===== config.mk =====
export PLATFORM = sky130hd
export DESIGN_NAME = stable_descending_top_k_sort
export DESIGN_NICKNAME = d
export VERILOG_FILES = /design/src/sdtks_pkg.sv /design/src/sdtks_dp.sv /design/src/sdtks_ctrl.sv /design/src/stable_descending_top_k_sort.sv
export SDC_FILE = /design/constraint.sdc
export NUM_CORES = 1
export LEC_CHECK = 0
export BUFFER_PORTS_ARGS = -buffer_cell sky130_fd_sc_hd__buf_2
export CAP_MARGIN = 0
export CELL_PAD_IN_SITES_DETAIL_PLACEMENT = 1
export CELL_PAD_IN_SITES_GLOBAL_PLACEMENT = 1
export CORE_AREA = 2 2 227 229
export DETAILED_ROUTE_END_ITERATION = 16
export DIE_AREA = 0 0 229 231
export HOLD_SLACK_MARGIN = 0.15
export PLACE_DENSITY = 0.72
export SYNTH_ARGS = -nofsm -noshare
export SYNTH_HDL_FRONTEND = slang
export SYNTH_SLANG_ARGS = --single-unit

===== constraint.sdc =====
create_clock -name aclk -period 4.4 [get_ports aclk]
set_input_delay 0.88 -clock aclk [delete_from_list [all_inputs] [get_ports aclk]]
set_output_delay 0.88 -clock aclk [all_outputs]
set_load 0.02 [all_outputs]

===== src/sdtks_pkg.sv =====
// shared constants and types for the stable descending top-k sorter
package sdtks_pkg;

    localparam int LIST_DEPTH  = 12;
    localparam int MAX_PLAYERS = 256;

    localparam int SLOT_W  = 8;
    localparam int SCORE_W = 16;
    localparam int RANK_W  = 4;
    localparam int COUNT_W = $clog2(LIST_DEPTH + 1);

    // wide enough to hold the largest allowed player limit
    localparam int SLOT_CMP_W = 11;
    localparam logic [SLOT_CMP_W-1:0] MAX_PLAYERS_V = SLOT_CMP_W'(MAX_PLAYERS);

    localparam int IN_TDATA_W  = 24;
    localparam int OUT_TDATA_W = 32;

    typedef struct packed {
        logic accept;   // input beat taken this cycle
        logic emit;     // load the output register with the head entry
    } sdtks_cmd_t;

    typedef struct packed {
        logic out_free;     // output register can take a new result
        logic final_entry;  // the next emitted result closes the run
    } sdtks_sts_t;

endpackage


===== src/sdtks_dp.sv =====
// datapath: row of compare-and-shift cells, rank counter and output register
module sdtks_dp (
    input  logic                                 aclk,
    input  logic                                 aresetn,
    input  sdtks_pkg::sdtks_cmd_t                cmd,
    output sdtks_pkg::sdtks_sts_t                sts,
    input  logic [sdtks_pkg::SLOT_W-1:0]         in_slot,
    input  logic signed [sdtks_pkg::SCORE_W-1:0] in_score,
    input  logic                                 in_eligible,
    input  logic                                 out_ready,
    output logic                                 out_valid,
    output logic [sdtks_pkg::RANK_W-1:0]         out_rank,
    output logic [sdtks_pkg::SLOT_W-1:0]         out_slot,
    output logic signed [sdtks_pkg::SCORE_W-1:0] out_score,
    output logic                                 out_entry_valid,
    output logic                                 out_last
);

    logic [sdtks_pkg::SLOT_W-1:0]         slot_reg  [sdtks_pkg::LIST_DEPTH];
    logic signed [sdtks_pkg::SCORE_W-1:0] score_reg [sdtks_pkg::LIST_DEPTH];
    logic [sdtks_pkg::COUNT_W-1:0]        count_reg;
    logic [sdtks_pkg::RANK_W-1:0]         rank_reg;
    logic                                 out_valid_reg;
    logic [sdtks_pkg::RANK_W-1:0]         out_rank_reg;
    logic [sdtks_pkg::SLOT_W-1:0]         out_slot_reg;
    logic signed [sdtks_pkg::SCORE_W-1:0] out_score_reg;
    logic                                 out_entry_valid_reg;
    logic                                 out_last_reg;

    logic [sdtks_pkg::LIST_DEPTH-1:0] ins_pos;
    logic                             slot_ok;
    logic                             do_insert;
    logic                             do_pop;
    logic                             list_full;
    logic                             list_empty;
    logic                             ordered;

    assign slot_ok    = ({(sdtks_pkg::SLOT_CMP_W - sdtks_pkg::SLOT_W)'(0), in_slot}
                         < sdtks_pkg::MAX_PLAYERS_V);
    assign list_full  = (count_reg == sdtks_pkg::COUNT_W'(sdtks_pkg::LIST_DEPTH));
    assign list_empty = (count_reg == '0);
    // ins_pos is monotone, so the last cell tells whether the record lands at all
    assign do_insert  = cmd.accept && in_eligible && slot_ok
                        && ins_pos[sdtks_pkg::LIST_DEPTH-1];
    assign do_pop     = cmd.emit && !list_empty;

    genvar i;
    generate
        for (i = 0; i < sdtks_pkg::LIST_DEPTH; i++) begin : g_cell
            // at or below the insert point: free cell or strictly lower score
            assign ins_pos[i] = (sdtks_pkg::COUNT_W'(i) >= count_reg)
                                || (in_score > score_reg[i]);

            if (i == 0) begin : g_head
                always_ff @(posedge aclk) begin
                    if (do_insert && ins_pos[i]) begin
                        slot_reg[i]  <= in_slot;
                        score_reg[i] <= in_score;
                    end else if (do_pop) begin
                        if (sdtks_pkg::LIST_DEPTH > 1) begin
                            slot_reg[i]  <= slot_reg[(i + 1) % sdtks_pkg::LIST_DEPTH];
                            score_reg[i] <= score_reg[(i + 1) % sdtks_pkg::LIST_DEPTH];
                        end else begin
                            slot_reg[i]  <= '0;
                            score_reg[i] <= '0;
                        end
                    end
                end
            end else begin : g_body
                always_ff @(posedge aclk) begin
                    if (do_insert && ins_pos[i]) begin
                        if (!ins_pos[i-1]) begin
                            slot_reg[i]  <= in_slot;
                            score_reg[i] <= in_score;
                        end else begin
                            slot_reg[i]  <= slot_reg[i-1];
                            score_reg[i] <= score_reg[i-1];
                        end
                    end else if (do_pop) begin
                        if (i == sdtks_pkg::LIST_DEPTH - 1) begin
                            slot_reg[i]  <= '0;
                            score_reg[i] <= '0;
                        end else begin
                            slot_reg[i]  <= slot_reg[(i + 1) % sdtks_pkg::LIST_DEPTH];
                            score_reg[i] <= score_reg[(i + 1) % sdtks_pkg::LIST_DEPTH];
                        end
                    end
                end
            end
        end
    endgenerate

    always_ff @(posedge aclk) begin
        if (!aresetn) begin
            count_reg <= '0;
        end else if (do_insert && !list_full) begin
            count_reg <= count_reg + 1'b1;
        end else if (do_pop) begin
            count_reg <= count_reg - 1'b1;
        end
    end

    always_ff @(posedge aclk) begin
        if (!aresetn) begin
            rank_reg <= sdtks_pkg::RANK_W'(1);
        end else if (cmd.emit) begin
            if (sts.final_entry) begin
                rank_reg <= sdtks_pkg::RANK_W'(1);
            end else begin
                rank_reg <= rank_reg + 1'b1;
            end
        end
    end

    always_ff @(posedge aclk) begin
        if (!aresetn) begin
            out_valid_reg <= 1'b0;
        end else if (cmd.emit) begin
            out_valid_reg <= 1'b1;
        end else if (out_ready) begin
            out_valid_reg <= 1'b0;
        end
    end

    always_ff @(posedge aclk) begin
        if (cmd.emit) begin
            if (list_empty) begin
                out_rank_reg        <= '0;
                out_slot_reg        <= '0;
                out_score_reg       <= '0;
                out_entry_valid_reg <= 1'b0;
                out_last_reg        <= 1'b1;
            end else begin
                out_rank_reg        <= rank_reg;
                out_slot_reg        <= slot_reg[0];
                out_score_reg       <= score_reg[0];
                out_entry_valid_reg <= 1'b1;
                out_last_reg        <= (count_reg == sdtks_pkg::COUNT_W'(1));
            end
        end
    end

    assign sts.out_free    = !out_valid_reg || out_ready;
    assign sts.final_entry = (count_reg <= sdtks_pkg::COUNT_W'(1));

    assign out_valid       = out_valid_reg;
    assign out_rank        = out_rank_reg;
    assign out_slot        = out_slot_reg;
    assign out_score       = out_score_reg;
    assign out_entry_valid = out_entry_valid_reg;
    assign out_last        = out_last_reg;

    // valid entries must stay in non-increasing score order
    always_comb begin
        ordered = 1'b1;
        for (int k = 0; k < sdtks_pkg::LIST_DEPTH - 1; k++) begin
            if ((sdtks_pkg::COUNT_W'(k + 1) < count_reg)
                && (score_reg[k] < score_reg[k+1])) begin
                ordered = 1'b0;
            end
        end
    end

    a_count_bound: assert property (@(posedge aclk) disable iff (!aresetn)
        count_reg <= sdtks_pkg::COUNT_W'(sdtks_pkg::LIST_DEPTH))
        else $error("list count above depth");

    a_ordered: assert property (@(posedge aclk) disable iff (!aresetn)
        ordered)
        else $error("list lost descending order");

    a_no_overlap: assert property (@(posedge aclk) disable iff (!aresetn)
        !(cmd.accept && cmd.emit))
        else $error("insert and emit in the same cycle");

    a_cleared: assert property (@(posedge aclk) disable iff (!aresetn)
        (cmd.emit && sts.final_entry) |=> (count_reg == '0))
        else $error("list not empty after final result");

    a_last_flag: assert property (@(posedge aclk) disable iff (!aresetn)
        cmd.emit |=> (out_last_reg == $past(sts.final_entry)))
        else $error("last flag does not match list end");

endmodule


===== src/sdtks_ctrl.sv =====
// controller: collects records, then drains the list one result per beat
module sdtks_ctrl (
    input  logic                  aclk,
    input  logic                  aresetn,
    input  logic                  in_valid,
    input  logic                  in_last,
    output logic                  in_ready,
    input  sdtks_pkg::sdtks_sts_t sts,
    output sdtks_pkg::sdtks_cmd_t cmd
);

    localparam logic ST_COLLECT = 1'b0;
    localparam logic ST_EMIT    = 1'b1;

    logic state_reg;
    logic state_next;

    assign in_ready   = (state_reg == ST_COLLECT);
    assign cmd.accept = in_valid && in_ready;
    assign cmd.emit   = (state_reg == ST_EMIT) && sts.out_free;

    always_comb begin
        state_next = state_reg;
        unique case (state_reg)
            ST_COLLECT: begin
                if (cmd.accept && in_last) begin
                    state_next = ST_EMIT;
                end
            end
            ST_EMIT: begin
                if (cmd.emit && sts.final_entry) begin
                    state_next = ST_COLLECT;
                end
            end
            default: state_next = ST_COLLECT;
        endcase
    end

    always_ff @(posedge aclk) begin
        if (!aresetn) begin
            state_reg <= ST_COLLECT;
        end else begin
            state_reg <= state_next;
        end
    end

endmodule


===== src/stable_descending_top_k_sort.sv =====
// top level of the stable descending top-k score sorter
//
// records arrive on the s_ stream: slot and score in s_tdata, the eligible
// flag in s_tuser and the end of the set in s_tlast. every eligible record is
// inserted into a list of the best LIST_DEPTH (12) entries, kept
// in descending score with ties in arrival order. records stream in at one
// beat per cycle while the list is collecting.
// after the beat with s_tlast the input is held off (s_tready low) while the
// list drains on the m_ stream, one result per cycle while m_tready is high, head first: rank, slot
// and score in m_tdata, entry_valid in m_tuser, last result on m_tlast. after the
// last input beat the controller enters its emit state and then loads the first
// result into the output register. an empty list gives one result with m_tuser
// low. the list pops one entry per output beat, so a stall on m_tready just
// freezes the drain; input reopens once the final result is loaded and is taken
// again while that result waits.
// reset (aresetn low, synchronous) empties the list and drops any pending
// result.
module stable_descending_top_k_sort (
    input  logic                                 aclk,
    input  logic                                 aresetn,
    input  logic                                 s_tvalid,
    output logic                                 s_tready,
    input  logic [sdtks_pkg::IN_TDATA_W-1:0]     s_tdata,  // slot[7:0], score[23:8]
    input  logic                                 s_tuser,  // eligible
    input  logic                                 s_tlast,
    output logic                                 m_tvalid,
    input  logic                                 m_tready,
    output logic [sdtks_pkg::OUT_TDATA_W-1:0]    m_tdata,  // rank[3:0], slot[11:4],
                                                           // score[27:12], zero[31:28]
    output logic                                 m_tuser,  // entry_valid
    output logic                                 m_tlast
);

    sdtks_pkg::sdtks_cmd_t cmd;
    sdtks_pkg::sdtks_sts_t sts;

    logic [sdtks_pkg::RANK_W-1:0]         out_rank;
    logic [sdtks_pkg::SLOT_W-1:0]         out_slot;
    logic signed [sdtks_pkg::SCORE_W-1:0] out_score;

    sdtks_ctrl u_ctrl (
        .aclk     (aclk),
        .aresetn  (aresetn),
        .in_valid (s_tvalid),
        .in_last  (s_tlast),
        .in_ready (s_tready),
        .sts      (sts),
        .cmd      (cmd)
    );

    sdtks_dp u_dp (
        .aclk            (aclk),
        .aresetn         (aresetn),
        .cmd             (cmd),
        .sts             (sts),
        .in_slot         (s_tdata[sdtks_pkg::SLOT_W-1:0]),
        .in_score        (s_tdata[sdtks_pkg::SLOT_W +: sdtks_pkg::SCORE_W]),
        .in_eligible     (s_tuser),
        .out_ready       (m_tready),
        .out_valid       (m_tvalid),
        .out_rank        (out_rank),
        .out_slot        (out_slot),
        .out_score       (out_score),
        .out_entry_valid (m_tuser),
        .out_last        (m_tlast)
    );

    assign m_tdata = {
        (sdtks_pkg::OUT_TDATA_W - sdtks_pkg::RANK_W - sdtks_pkg::SLOT_W
         - sdtks_pkg::SCORE_W)'(0),
        out_score,
        out_slot,
        out_rank
    };

endmodule

# Word level (Yosys, flattened, before mapping)

Memories as Yosys holds them, arrays and structs flattened.
Index checks and enable logic that the tools add are counted.

$add $sub $neg: 3
Magnitude comparators: 25
Equal/unequal tests: 2
Mux-type cells: 148
Bitwise gates (word level): 47
Reduce and logical (&&, ||, !) cells: 39

Operator list:

| operator                                                          | count |
|---|---|
| two-way mux 16 bit                                                | 23 |
| greater-than comparator 16 bit                                    | 12 |
| two-way mux 8 bit                                                 | 23 |
| two-way mux 1 bit                                                 | 98 |
| OR 1 bit                                                          | 46 |
| logical AND 1 bit                                                 | 20 |
| greater-or-equal comparator 3 x 4 -> 1 bit (first input constant) | 4 |
| greater-or-equal comparator 4 bit (first input constant)          | 4 |
| logical OR 1 bit                                                  | 13 |
| two-way mux 4 bit                                                 | 3 |
| adder 4 x 1 -> 4 bit (second input constant)                      | 2 |
| greater-or-equal comparator 1 x 4 -> 1 bit (first input constant) | 2 |
| greater-or-equal comparator 2 x 4 -> 1 bit (first input constant) | 2 |
| equality test 4 x 1 -> 1 bit (second input constant)              | 1 |
| equality test 4 bit (second input constant)                       | 1 |
| less-or-equal comparator 4 x 1 -> 1 bit (second input constant)   | 1 |
| zero test 4 bit                                                   | 1 |
| nonzero test 2 bit                                                | 2 |
| subtractor 4 x 1 -> 4 bit (second input constant)                 | 1 |
| zero test 1 bit                                                   | 3 |
| one-hot mux 1 bit (2 select lines)                                | 1 |
| NOT 1 bit                                                         | 1 |

Flip-flop bits (word level): 40
RAM bits: 288
Bits of input ports: 30
Output and inout bits: 36
Word-level logic and storage cells: 275
Memories kept: 2

Memory list:

| memory         | words | bits a word | read ports | clocked after Yosys merged registers in | wr ports | RTL line       | text |
|---|---|---|---|---|---|---|---|
| u_dp.score_reg | 12    | 16          | 12         | 0                                       | 12       | sdtks_dp.sv:20 | `logic signed [sdtks_pkg::SCORE_W-1:0] score_reg [sdtks_pkg::LIST_DEPTH];` |
| u_dp.slot_reg  | 12    | 8           | 12         | 0                                       | 12       | sdtks_dp.sv:19 | `logic [sdtks_pkg::SLOT_W-1:0] slot_reg [sdtks_pkg::LIST_DEPTH];` |

# Logic depth before layout (Yosys ltp)

Word-level depth: 9
Gate-level depth with buffers: 13
Depth with buffers taken out: 10

# Modules after synthesis

A second synthesis with hierarchy kept.

Cell total of the unflattened synthesis: 1896
Area total of the unflattened synthesis: 20104.3 um^2

By module, submodules not included:

| module                       | times used | cells each | area an instance (um^2) | sequential area each (um^2) |
|---|---|---|---|---|
| sdtks_dp                     | 1          | 1884       | 20012.9                 | 9729.3 |
| sdtks_ctrl                   | 1          | 7          | 57.6                    | 20.0 |
| stable_descending_top_k_sort | 1          | 5          | 33.8                    | 0.0 |

# Least setup slack after synthesis

Ideal clock, no wire load.

Kind: in2reg
From: input s_tdata[23] in the netlist's numbering
To: memory u_dp.score_reg[4][0] in the netlist's numbering, enable pin
Arrival: 3.954 ns
Path slack: 0.007 ns
Cell stages on the path: 8
Buffers on the path: 0
Cells stage by stage: ha_1 -> nand4_1 -> nor4_1 -> o21ai_1 -> a21boi_0 -> o21ai_1 -> and3_1 -> o21ai_0

RTL lines:

| element            | RTL line                           | text |
|---|---|---|
| start: declaration | stable_descending_top_k_sort.sv:23 | `input logic [sdtks_pkg::IN_TDATA_W-1:0] s_tdata,` |
| end: declaration   | sdtks_dp.sv:20                     |  |

==> out/metrics.cfg <==
[status]
run_status = finished, final reports clean

[synthesis]
synth.avg_cell_area_um2 = 10.6
ys_seq_area_frac = 0.486
yosysUniqueCellTypes = 66
synth.area.top_cells = edfxtp_1, ha_1, inv_1
synth_most_common_cell = edfxtp_1
synthFlopType = edfxtp_1
synthTopCellsByCount = edfxtp_1, ha_1, inv_1, o21ai_0
ys_ff_latch = 328
yosysWarnings = 0
syn_inst = 1890
synth_top_area_frac = 0.476
synth_enable_flop_cells = 318
async_flop_share = 0
synthesis.area_mm2 = 0.0201
synth_largest_area_cell = edfxtp_1

[layout]
layout.nets = 2187
num-fill-cells = 5641
seq_area_mm2 = 0.00975
drive_above_1_share = 0.111
n_antenna_cell = 0
largest_reg_flops = 192
fin_cells = 2668
multiInputGateArea_mm2 = 0.00921
syn_to_final_growth_pct = 13.4
design_area_mm2 = 0.0227

[clock_tree]
clk_pin_slew_worst_paths_ns = 0.06
htreeDepth = 2
cts_tree = yes
cts_setup_buffers = 0
clkSinkCount = 328
insertion_delay_ns = 0.58
clk_path_buf_depth = 3
cts.repair.resized = 0
clk_root_buffer_cell = clkbuf_16
cts_hold_buf = 0
cts_made_buffers = 40

[placement]
hpwl_mm = 47.2
dp.cells = 2598
dpl-instance-area_mm2 = 0.0215
gp_congestion = 0.871
port-buffer-count = 61

[pwr]
ir_worst_vdd_v = 0.000300
p_clk_frac = 0.271
total_power_w = 0.0120
leakage_nw = 9.51
combPwrFrac = 0.312
switching_share = 0.356
p_sw_w = 0.00428
internal_power_w = 0.00775
power_frac_seq = 0.416
power_density_mw_per_mm2 = 529

[floorplan]
core_mm2 = 0.0507
die_area_mm2 = 0.0529
rows = 83
fp.dieW_um = 229
initial_core_util = 0.396
die_h_um = 231
ioPinCount = 66

[drt]
viasPerCell = 5.97
wl_per_cell_um = 23.8
drcViolationCount = 0
routed_wl_mm = 63.5
ant_nets = 0
drt_iter0_markers = 1079
vias = 15937
dr.pass1.iters = 5

[critical_path]
required_ns = 4.71
startpoint_type = input pin
worst-path-max-fanout = 14
arrival_ns = 4.31
worstSetupEndpointType = flop
reg2regPathDepth = 11
crit_type = input pin to flop
reg2reg_to = u_dp.score_reg[4][13]
r2r_slack_ns = 0.47
r2r-start = u_dp.score_reg[4][15]

[global_route]
grt_pass1_wl_mm = 100
grt_antenna_before_repair = 1
gr-total-overflow = 0
grt_pass1_vias = 17339
grtUsageTotal = 0.242
grt_max_degree = 84

[sta]
rsz0062_at_grt = false
slew_headroom = 0.175
finalCritPeriodShare = 0.910
worstMarginPinSlew_ns = 1.23
clock_skew_ns = 0.0341
fmax_mhz = 250
hold_violations = 0
layout_min_cycle_time_ns = 4.00
setup_viol = 0
drv_slew = 0

[min_path]
hold_path.class = flop to flop
min_path_cells = 2
min_from = u_dp.rank_reg[1]
hold_end = u_dp.rank_reg[1]

[flow_run]
maxCapViolations = 0

-- worst max-delay path, cell delays in order --
cell and delay, ns:
buf_2 0.23, ha_1 0.36, nand4_1 0.23, nor4_1 0.67, o21ai_1 0.23, a21boi_0 0.29
o21ai_1 0.21, a211oi_2 0.31, or2_1 0.44, buf_4 0.30, o221ai_1 0.15
-- cells by family after synthesis --
group	share of synthesized area
flops	0.486
compound gates	0.205
buf+inv	0.0609
xor+xnor	0.00175
mux	0.0255
fa+ha+maj	0.123
simple gates	0.0977
other cells	0.000187
-- area by class of cell --
cell class / count / area share
inverter: 195 / 0.0322
clock inverter: 22 / 0.00985
multi-input combinational: 1264 / 0.405
timing repair buffer: 131 / 0.0415
sequential: 328 / 0.429
clock buffer: 48 / 0.0453
tap: 680 / 0.0374
-- routing by layer --
metal	vias up	GRT usage	wire length [um]
met5	-	0	0
met4	0	0.0759	1590
met3	86	0.0243	2440
met2	363	0.416	31500
met1	8172	0.321	27900
li1	7316	-	-
-- worst max-delay path by stage --
stage                           start                    end  slack (ns)
after global routing      s_tdata[22]  u_dp.score_reg[4][13]        0.21
after global placement    s_tdata[22]   u_dp.score_reg[4][1]        0.15
after floorplan           s_tdata[23]   u_dp.score_reg[4][0]       0.007
final                     s_tdata[22]  u_dp.score_reg[4][13]        0.40
after detailed placement  s_tdata[22]  u_dp.score_reg[4][13]      -0.008
after CTS                 s_tdata[22]  u_dp.score_reg[4][13]        0.60
-- layout by cell type, fill, tap and decap left out, types with 50 or more instances in the layout --
master,instances
edfxtp_1,318
ha_1,197
inv_1,194
o21ai_0,136
a21oi_1,106
nor2_1,106
nand2_1,97
a22oi_1,96
buf_2,61
buf_4,61
mux2i_1,50
-- power by group through the flow --
stage	sequential (W)	clock, W	combinational, W
after global routing	0.00508	0.00343	0.00420
after detailed placement	0.00506	0	0.00371
after global placement	0.00505	0	0.00348
after floorplan	0.00486	0	0.00245
final	0.00501	0.00327	0.00376
after CTS	0.00501	0.00334	0.00375
-- per-stage QoR --
stage | utilization | worst slack, ns | hold slack, ns | TNS (ns)
after CTS | 0.449 | 0.597 | 0.519 | 0
after global placement | 0.424 | 0.151 | 0.487 | 0
after detailed placement | 0.424 | -0.00750 | 0.512 | -0.00935
after floorplan | - | 0.00750 | 0.458 | 0
after global routing | 0.449 | 0.205 | 0.548 | 0
final | 0.449 | 0.395 | 0.518 | 0
Note: power is estimated with default switching activity, not from simulation.
